## config.mk

```make
export PLATFORM = sky130hd
export DESIGN_NAME = postman_digit_sorter_top
export DESIGN_NICKNAME = d
export VERILOG_FILES = /design/src/hdl/pds_pkg.sv /design/src/hdl/postman_digit_sorter_top.sv /design/src/hdl/pds_datapath.sv /design/src/hdl/pds_ctrl.sv
export SDC_FILE = /design/constraint.sdc
export NUM_CORES = 2
export LEC_CHECK = 0
export ABC_AREA = 1
export BUFFER_PORTS_ARGS = -buffer_cell sky130_fd_sc_hd__clkbuf_2
export CAP_MARGIN = 20
export CORE_ASPECT_RATIO = 0.7
export CORE_UTILIZATION = 40
export DETAILED_ROUTE_END_ITERATION = 10
export GPL_TIMING_DRIVEN = 1
export PLACE_DENSITY_LB_ADDON = 0.08
export SYNTH_ARGS = -nofsm -noshare
export SYNTH_HDL_FRONTEND = slang
export SYNTH_SLANG_ARGS = --single-unit
```

## constraint.sdc

```tcl
create_clock -name clk -period 5.45 [get_ports clk]
set_input_delay 0.8175 -clock clk [delete_from_list [all_inputs] [get_ports clk]]
set_output_delay 0.8175 -clock clk [all_outputs]
set_load 0.05 [all_outputs]
```

## src/hdl/pds_pkg.sv

```systemverilog
`timescale 1ns / 1ps
// ----------------------------------------------------------------------------
// pds_pkg
// Shared word types and controller/datapath command and status bundles.
// ----------------------------------------------------------------------------
package pds_pkg;

  localparam int FIELD_W = 17;

  typedef struct packed {
    logic [FIELD_W-1:0] value;
    logic               last;
  } item_word_t;

  typedef struct packed {
    logic [FIELD_W-1:0] sorted_value;
    logic               last_out;
    logic               overflow;
  } result_word_t;

  typedef struct packed {
    logic insert;
    logic pop;
    logic ovf;
  } pds_cmd_t;

  typedef struct packed {
    logic full;
    logic empty;
    logic one_left;
  } pds_status_t;

endpackage

```

## src/hdl/postman_digit_sorter_top.sv

```systemverilog
`timescale 1ns / 1ps
// ----------------------------------------------------------------------------
// postman_digit_sorter_top
// Collects a set of unsigned values and returns them in ascending order.
//
// Input channel item/item_valid/item_ready: one value per word, last = 1
// closes the set. Up to MAX_ITEMS values are kept; further loads are
// dropped and reported by the overflow bit of every result of that set.
// The cells insert each accepted value in sorted position.
// After the last word, item_ready stays low while the set drains on
// result/result_valid/result_ready, one word per cycle, last_out on the
// final one. The last word moves the state register to DRAIN, and the
// first pop there writes the result register.
// A stalled receiver holds the result register and pauses the drain.
// The next set may load while the final result still waits.
// Reset (rst, synchronous) empties the cells and clears overflow.
// ----------------------------------------------------------------------------
module postman_digit_sorter_top #(
  parameter int MAX_ITEMS  = 64,
  parameter int VALUE_BITS = 17
) (
  input  logic                  clk,
  input  logic                  rst,
  input  logic                  item_valid,
  output logic                  item_ready,
  input  pds_pkg::item_word_t   item,
  output logic                  result_valid,
  input  logic                  result_ready,
  output pds_pkg::result_word_t result
);
  import pds_pkg::*;

  pds_cmd_t    cmd;
  pds_status_t status;

  pds_ctrl u_ctrl (
    .clk          (clk),
    .rst          (rst),
    .item_valid   (item_valid),
    .item_ready   (item_ready),
    .item         (item),
    .result_valid (result_valid),
    .result_ready (result_ready),
    .cmd          (cmd),
    .status       (status)
  );

  pds_datapath #(
    .MAX_ITEMS  (MAX_ITEMS),
    .VALUE_BITS (VALUE_BITS)
  ) u_datapath (
    .clk    (clk),
    .rst    (rst),
    .item   (item),
    .cmd    (cmd),
    .status (status),
    .result (result)
  );

endmodule

```

## src/hdl/pds_datapath.sv

```systemverilog
`timescale 1ns / 1ps
// ----------------------------------------------------------------------------
// pds_datapath
// Row of sorting cells kept in ascending order on insert, shifted toward
// cell 0 on pop, plus the result word register.
// ----------------------------------------------------------------------------
module pds_datapath #(
  parameter int MAX_ITEMS  = 64,
  parameter int VALUE_BITS = 17
) (
  input  logic                 clk,
  input  logic                 rst,
  input  pds_pkg::item_word_t  item,
  input  pds_pkg::pds_cmd_t    cmd,
  output pds_pkg::pds_status_t status,
  output pds_pkg::result_word_t result
);
  import pds_pkg::*;

  logic [VALUE_BITS-1:0] cells     [MAX_ITEMS];
  logic [VALUE_BITS-1:0] ins_val   [MAX_ITEMS];
  logic [VALUE_BITS-1:0] pop_val   [MAX_ITEMS];
  logic [MAX_ITEMS-1:0]  vld;
  logic [MAX_ITEMS-1:0]  gt;
  logic [VALUE_BITS-1:0] v;

  assign v = VALUE_BITS'(item.value);

  for (genvar g = 0; g < MAX_ITEMS; g++) begin : g_cell
    assign gt[g] = !vld[g] || (cells[g] > v);
    if (g == 0) begin : g_head
      assign ins_val[g] = gt[g] ? v : cells[g];
    end else begin : g_body
      assign ins_val[g] = gt[g] ? (gt[g-1] ? cells[g-1] : v) : cells[g];
    end
    if (g == MAX_ITEMS - 1) begin : g_tail
      assign pop_val[g] = cells[g];
    end else begin : g_mid
      assign pop_val[g] = cells[g+1];
    end
  end

  always_ff @(posedge clk) begin
    if (rst) begin
      vld <= '0;
    end else if (cmd.insert) begin
      vld <= {vld[MAX_ITEMS-2:0], 1'b1};
    end else if (cmd.pop) begin
      vld <= {1'b0, vld[MAX_ITEMS-1:1]};
    end
  end

  always_ff @(posedge clk) begin
    for (int i = 0; i < MAX_ITEMS; i++) begin
      if (cmd.insert) begin
        cells[i] <= ins_val[i];
      end else if (cmd.pop) begin
        cells[i] <= pop_val[i];
      end
    end
  end

  always_ff @(posedge clk) begin
    if (cmd.pop) begin
      result.sorted_value <= FIELD_W'(cells[0]);
      result.last_out     <= !vld[1];
      result.overflow     <= cmd.ovf;
    end
  end

  assign status.full     = vld[MAX_ITEMS-1];
  assign status.empty    = !vld[0];
  assign status.one_left = !vld[1];

endmodule

```

## src/hdl/pds_ctrl.sv

```systemverilog
`timescale 1ns / 1ps
// ----------------------------------------------------------------------------
// pds_ctrl
// Load/drain sequencer: accepts words until the last flag, then pops the
// cell row into the result register, tracking dropped loads.
// ----------------------------------------------------------------------------
module pds_ctrl (
  input  logic                 clk,
  input  logic                 rst,
  input  logic                 item_valid,
  output logic                 item_ready,
  input  pds_pkg::item_word_t  item,
  output logic                 result_valid,
  input  logic                 result_ready,
  output pds_pkg::pds_cmd_t    cmd,
  input  pds_pkg::pds_status_t status
);
  import pds_pkg::*;

  typedef enum logic {
    LOAD,
    DRAIN
  } state_t;

  state_t state;
  logic   ovf;
  logic   accept;

  assign item_ready = (state == LOAD);
  assign accept     = item_valid && item_ready;

  assign cmd.insert = accept && !status.full;
  assign cmd.pop    = (state == DRAIN) && (!result_valid || result_ready) && !status.empty;
  assign cmd.ovf    = ovf;

  always_ff @(posedge clk) begin
    if (rst) begin
      state        <= LOAD;
      ovf          <= 1'b0;
      result_valid <= 1'b0;
    end else begin
      if (cmd.pop) begin
        result_valid <= 1'b1;
      end else if (result_ready) begin
        result_valid <= 1'b0;
      end
      unique case (state)
        LOAD: begin
          if (accept) begin
            if (status.full) begin
              ovf <= 1'b1;
            end
            if (item.last) begin
              state <= DRAIN;
            end
          end
        end
        DRAIN: begin
          if (cmd.pop && status.one_left) begin
            state <= LOAD;
            ovf   <= 1'b0;
          end
        end
        default: state <= LOAD;
      endcase
    end
  end

  a_hold_after_last: assert property (@(posedge clk) disable iff (rst)
    (accept && item.last) |=> !item_ready)
    else $error("word accepted while draining");

  a_drain_nonempty: assert property (@(posedge clk) disable iff (rst)
    (state == DRAIN) |-> !status.empty)
    else $error("drain with empty cell row");

  a_ovf_on_full: assert property (@(posedge clk) disable iff (rst)
    $rose(ovf) |-> $past(status.full))
    else $error("overflow set without full row");

  a_end_of_set: assert property (@(posedge clk) disable iff (rst)
    (cmd.pop && status.one_left) |=> (state == LOAD) && !ovf)
    else $error("set did not close after final pop");

endmodule

```

==> implementation parameters <==
Parameter                              Value

Run status
  Status ... finished, violations left
  Violated checks ... DRC

Clocking
  Post-CTS Resized ... 0
  Clock Path Buffers ... 4
  Total setup buffers inserted after CTS ... 0
  Number of CTS-inserted buffers ... 151
  Clock Tree Root ... sky130_fd_sc_hd__clkbuf_16
  Clk_lat worst skew ... 0.83 ns
  Clk sinks ... 1174
  Hold buffer count at cts ... 0
  CTS tree ... built
  H-tree depth reported by CTS ... 4
  Reg clk slew, reported paths ... 0.06 ns

Place
  Pre-CTS WS ... 1.34 ns
  Placer congestion estimate ... 0.875
  Number of placed instances with taps included ... 15400
  Post-DP HPWL ... 221000 um
  Number of I/O port buffers ... 42
  Placed standard-cell area ... 96600 um2

Global routing
  Number of antenna violations at the first check in global routing ... 3
  Combined global-route utilization of all metal layers ... 26.4%
  First-pass GRT wire length ... 491000 um
  Via count of the first global-routing pass ... 81100
  Overflow after GRT ... 0
  Largest net degree at the start of global routing ... 186

Worst setup path
  Critical path endpoint category ... flop
  Startpoint types ... input port
  Crit path arrival time ... 3.69 ns
  R2r setup slk ... 2.36 ns
  Start-to-end type of the worst setup path ... input port to flop
  Worst reg2reg path endpoint ... u_datapath.cells[2][83]
  Worst-path maximum fanout ... 38
  Worst r2r src ... u_datapath.vld[63]
  Reg2reg path depth ... 7
  Endpoint required time on the critical path ... 5.89 ns

Synth
  Synth cell types ... 42
  Top flip-flop cell by instance count after synthesis ... sky130_fd_sc_hd__edfxtp_1
  Cell types occupying the most area after synthesis ... sky130_fd_sc_hd__edfxtp_1 (36%), sky130_fd_sc_hd__nand2_1 (18%), sky130_fd_sc_hd__ha_1 (14%)
  Yosys warnings ... 0
  Fraction of synthesis flops using an asynchronous set or reset pin ... 0%
  Nets in the synthesized netlist ... 13700
  Post-Synthesis Cell Area ... 93400 um2
  Post-Synthesis Cells ... 12600
  Number of flip-flops and latches in the synthesized netlist ... 1174
  Most frequent cell after synthesis ... sky130_fd_sc_hd__nand2_1
  Post-Synthesis Mean Instance Area ... 7.39 um2
  Most instantiated cells after synthesis ... sky130_fd_sc_hd__nand2_1 (4591), sky130_fd_sc_hd__nand3_1 (2220), sky130_fd_sc_hd__inv_1 (1517)
  Area leader, netlist ... sky130_fd_sc_hd__edfxtp_1
  Proportion of netlist area held by the largest area contributor ... 35.6%
  Proportion of synthesized chip area in sequential cells ... 37.0%
  Number of flops mapped to enable cells by yosys ... 1107

Cells and area
  Number of fill cells in the layout ... 23800
  Layout area overhead ... 8.62%
  Final net count ... 13500
  Fraction of final layout cells with drive strength greater than 1 ... 5.90%
  Final instance count without filler cells ... 15600
  Number of antenna repair diodes ... 0
  Post-Layout Inst Area ... 101000 um2

Timing
  Timing-limited maximum frequency ... 307 MHz
  Setup violations, final ... 0
  Relative max-transition margin ... 22.0%
  Actual transition at the worst max-transition pin ... 1.17 ns
  Final setup TNS ... 0 ns
  Final Critical Period ... 3.25 ns
  Ratio of final minimum period to clock period ... 59.7%
  Worst clock skew on the final layout ... 0.0351 ns
  Number of pins exceeding their max-slew limit in the final report ... 0
  Setup repair after global routing missed its margin ... false
  Min setup slack post-route ... 2.20 ns
  Count of endpoints failing hold in the final timing report ... 0

Routing
  Antenna-violating nets left ... 0
  Detailed-route vias per instance ... 5.45
  Total Wirelength ... 317000 um
  First drt pass iteration count ... 9
  Number of vias after detailed routing ... 85100
  Routed length per placed instance ... 20.3 um
  Violation count after the first detailed-route iteration ... 7699
  Remaining routing DRC violations ... 2

Die
  Vertical die dimension ... 406 um
  I/O pins ... 43
  Floorplan die area ... 236000 um2
  Site Rows ... 148
  Std-Cell Core Area ... 232000 um2
  Effective utilization at floorplan ... 40.2%
  Die width ... 580 um

Hold path
  Worst Hold Launch ... item[0]
  Worst hold path stage count ... 5
  Worst min-delay path endpoint ... u_ctrl.state
  Type of the worst min-delay path ... input port to flop

Pwr
  Worst-case vdd ir drop ... 0.230 mV
  Standby leakage power ... 50.8 nW
  Power density relative to cell area ... 290 nW/um2

Run
  Max capacitance violation total ... 0
==> how the worst max path moves through the flow <==
stage	cells past startpoint	endpoint	slack (ns)	start
after floorplan	11	u_datapath.cells[6][17]	0.27	item[17]
after global placement	12	u_datapath.cells[1][108]	1.34	item[11]
after detailed placement	12	u_datapath.cells[1][109]	1.34	item[11]
after CTS	12	u_datapath.cells[1][109]	2.23	item[11]
after global routing	13	u_datapath.cells[7][111]	1.95	item[9]
final	13	u_datapath.cells[7][111]	2.20	item[9]
==> through the flow <==
step                      hold WS, ns  util [%]  total power, mW
final                           0.273      43.7             29.4
after global routing            0.279      43.7             31.0
after CTS                       0.222      43.7             29.6
after detailed placement        0.446      41.6             19.3
after global placement          0.445      41.6             19.1
after floorplan                 0.409         -             16.9
==> logic make-up (layout without fill, tap and decap cells) <==
group	after synthesis	in the layout	share of synthesized area (%)
and+or+nand+nor	7599	7599	35.2
buffers and inverters	2184	2091	9.78
DFF	1174	1174	37.0
adders and majority gates	1071	1071	14.3
AOI/OAI and AO/OA	616	616	3.67
==> cell usage in the layout, fill, tap and decap left out, types with 38 or more instances in the layout <==
cell and n:
sky130_fd_sc_hd__nand4_1 72, sky130_fd_sc_hd__nand2_1 4590, sky130_fd_sc_hd__a21o_1 50, sky130_fd_sc_hd__clkbuf_1 38
sky130_fd_sc_hd__nand2_2 56, sky130_fd_sc_hd__clkbuf_2 40, sky130_fd_sc_hd__ha_1 1071, sky130_fd_sc_hd__nor3_1 43
sky130_fd_sc_hd__inv_1 1516, sky130_fd_sc_hd__clkbuf_16 156, sky130_fd_sc_hd__o21ai_0 81, sky130_fd_sc_hd__nand2_4 97
sky130_fd_sc_hd__a221oi_1 41, sky130_fd_sc_hd__nand3_1 2219, sky130_fd_sc_hd__a21oi_1 395, sky130_fd_sc_hd__buf_12 42
sky130_fd_sc_hd__nor2_1 406, sky130_fd_sc_hd__buf_4 177, sky130_fd_sc_hd__edfxtp_1 1107, sky130_fd_sc_hd__dfxtp_1 67
==> power breakdown <==
part / switching [mW] / internal [mW] / leakage, nW
registers: 1.05 / 11.3 / 11.3
logic: 4.67 / 2.21 / 37.1
clock network: 4.34 / 5.85 / 2.34
total: 10.1 / 19.3 / 50.8
==> worst max-delay path: stages <==
cell,delay (ns)
sky130_fd_sc_hd__clkbuf_2,0.14
sky130_fd_sc_hd__inv_6,0.52
sky130_fd_sc_hd__ha_1,0.27
sky130_fd_sc_hd__nand2_1,0.07
sky130_fd_sc_hd__nor2_1,0.21
sky130_fd_sc_hd__o21ai_0,0.15
sky130_fd_sc_hd__nand2_1,0.09
sky130_fd_sc_hd__nand2_1,0.05
sky130_fd_sc_hd__nand3_1,0.08
sky130_fd_sc_hd__nand2_2,0.29
sky130_fd_sc_hd__nand2_4,0.31
sky130_fd_sc_hd__nand2_1,0.08
sky130_fd_sc_hd__nand2_1,0.61
==> sequential cells by signal (all words and copies together), names as in the netlist <==
signal	cells
u_datapath.cells	1088
u_datapath.vld	64
u_datapath.result	19
u_ctrl.ovf	1
u_ctrl.result_valid	1
u_ctrl.state	1
==> cell type report <==
type                       instances  area (um2)  area share [%]
clock inverter                    57         519           0.512
multi-input combinational       9286       49800            49.1
inverter                        1557        5940            5.86
clock buffer                     208        4240            4.18
sequential                      1174       34600            34.1
timing repair buffer             269        2500            2.47
tap                             3075        3850            3.79
==> layer usage <==
layer	vias up	track usage, %	wire length (um)
met4	2	5.02	5420
met2	2693	39.4	133000
li1	41100	-	-
met1	40900	40.4	157000
met5	-	0	13
met3	350	3.28	21100
(Power assumes the default switching activity.)
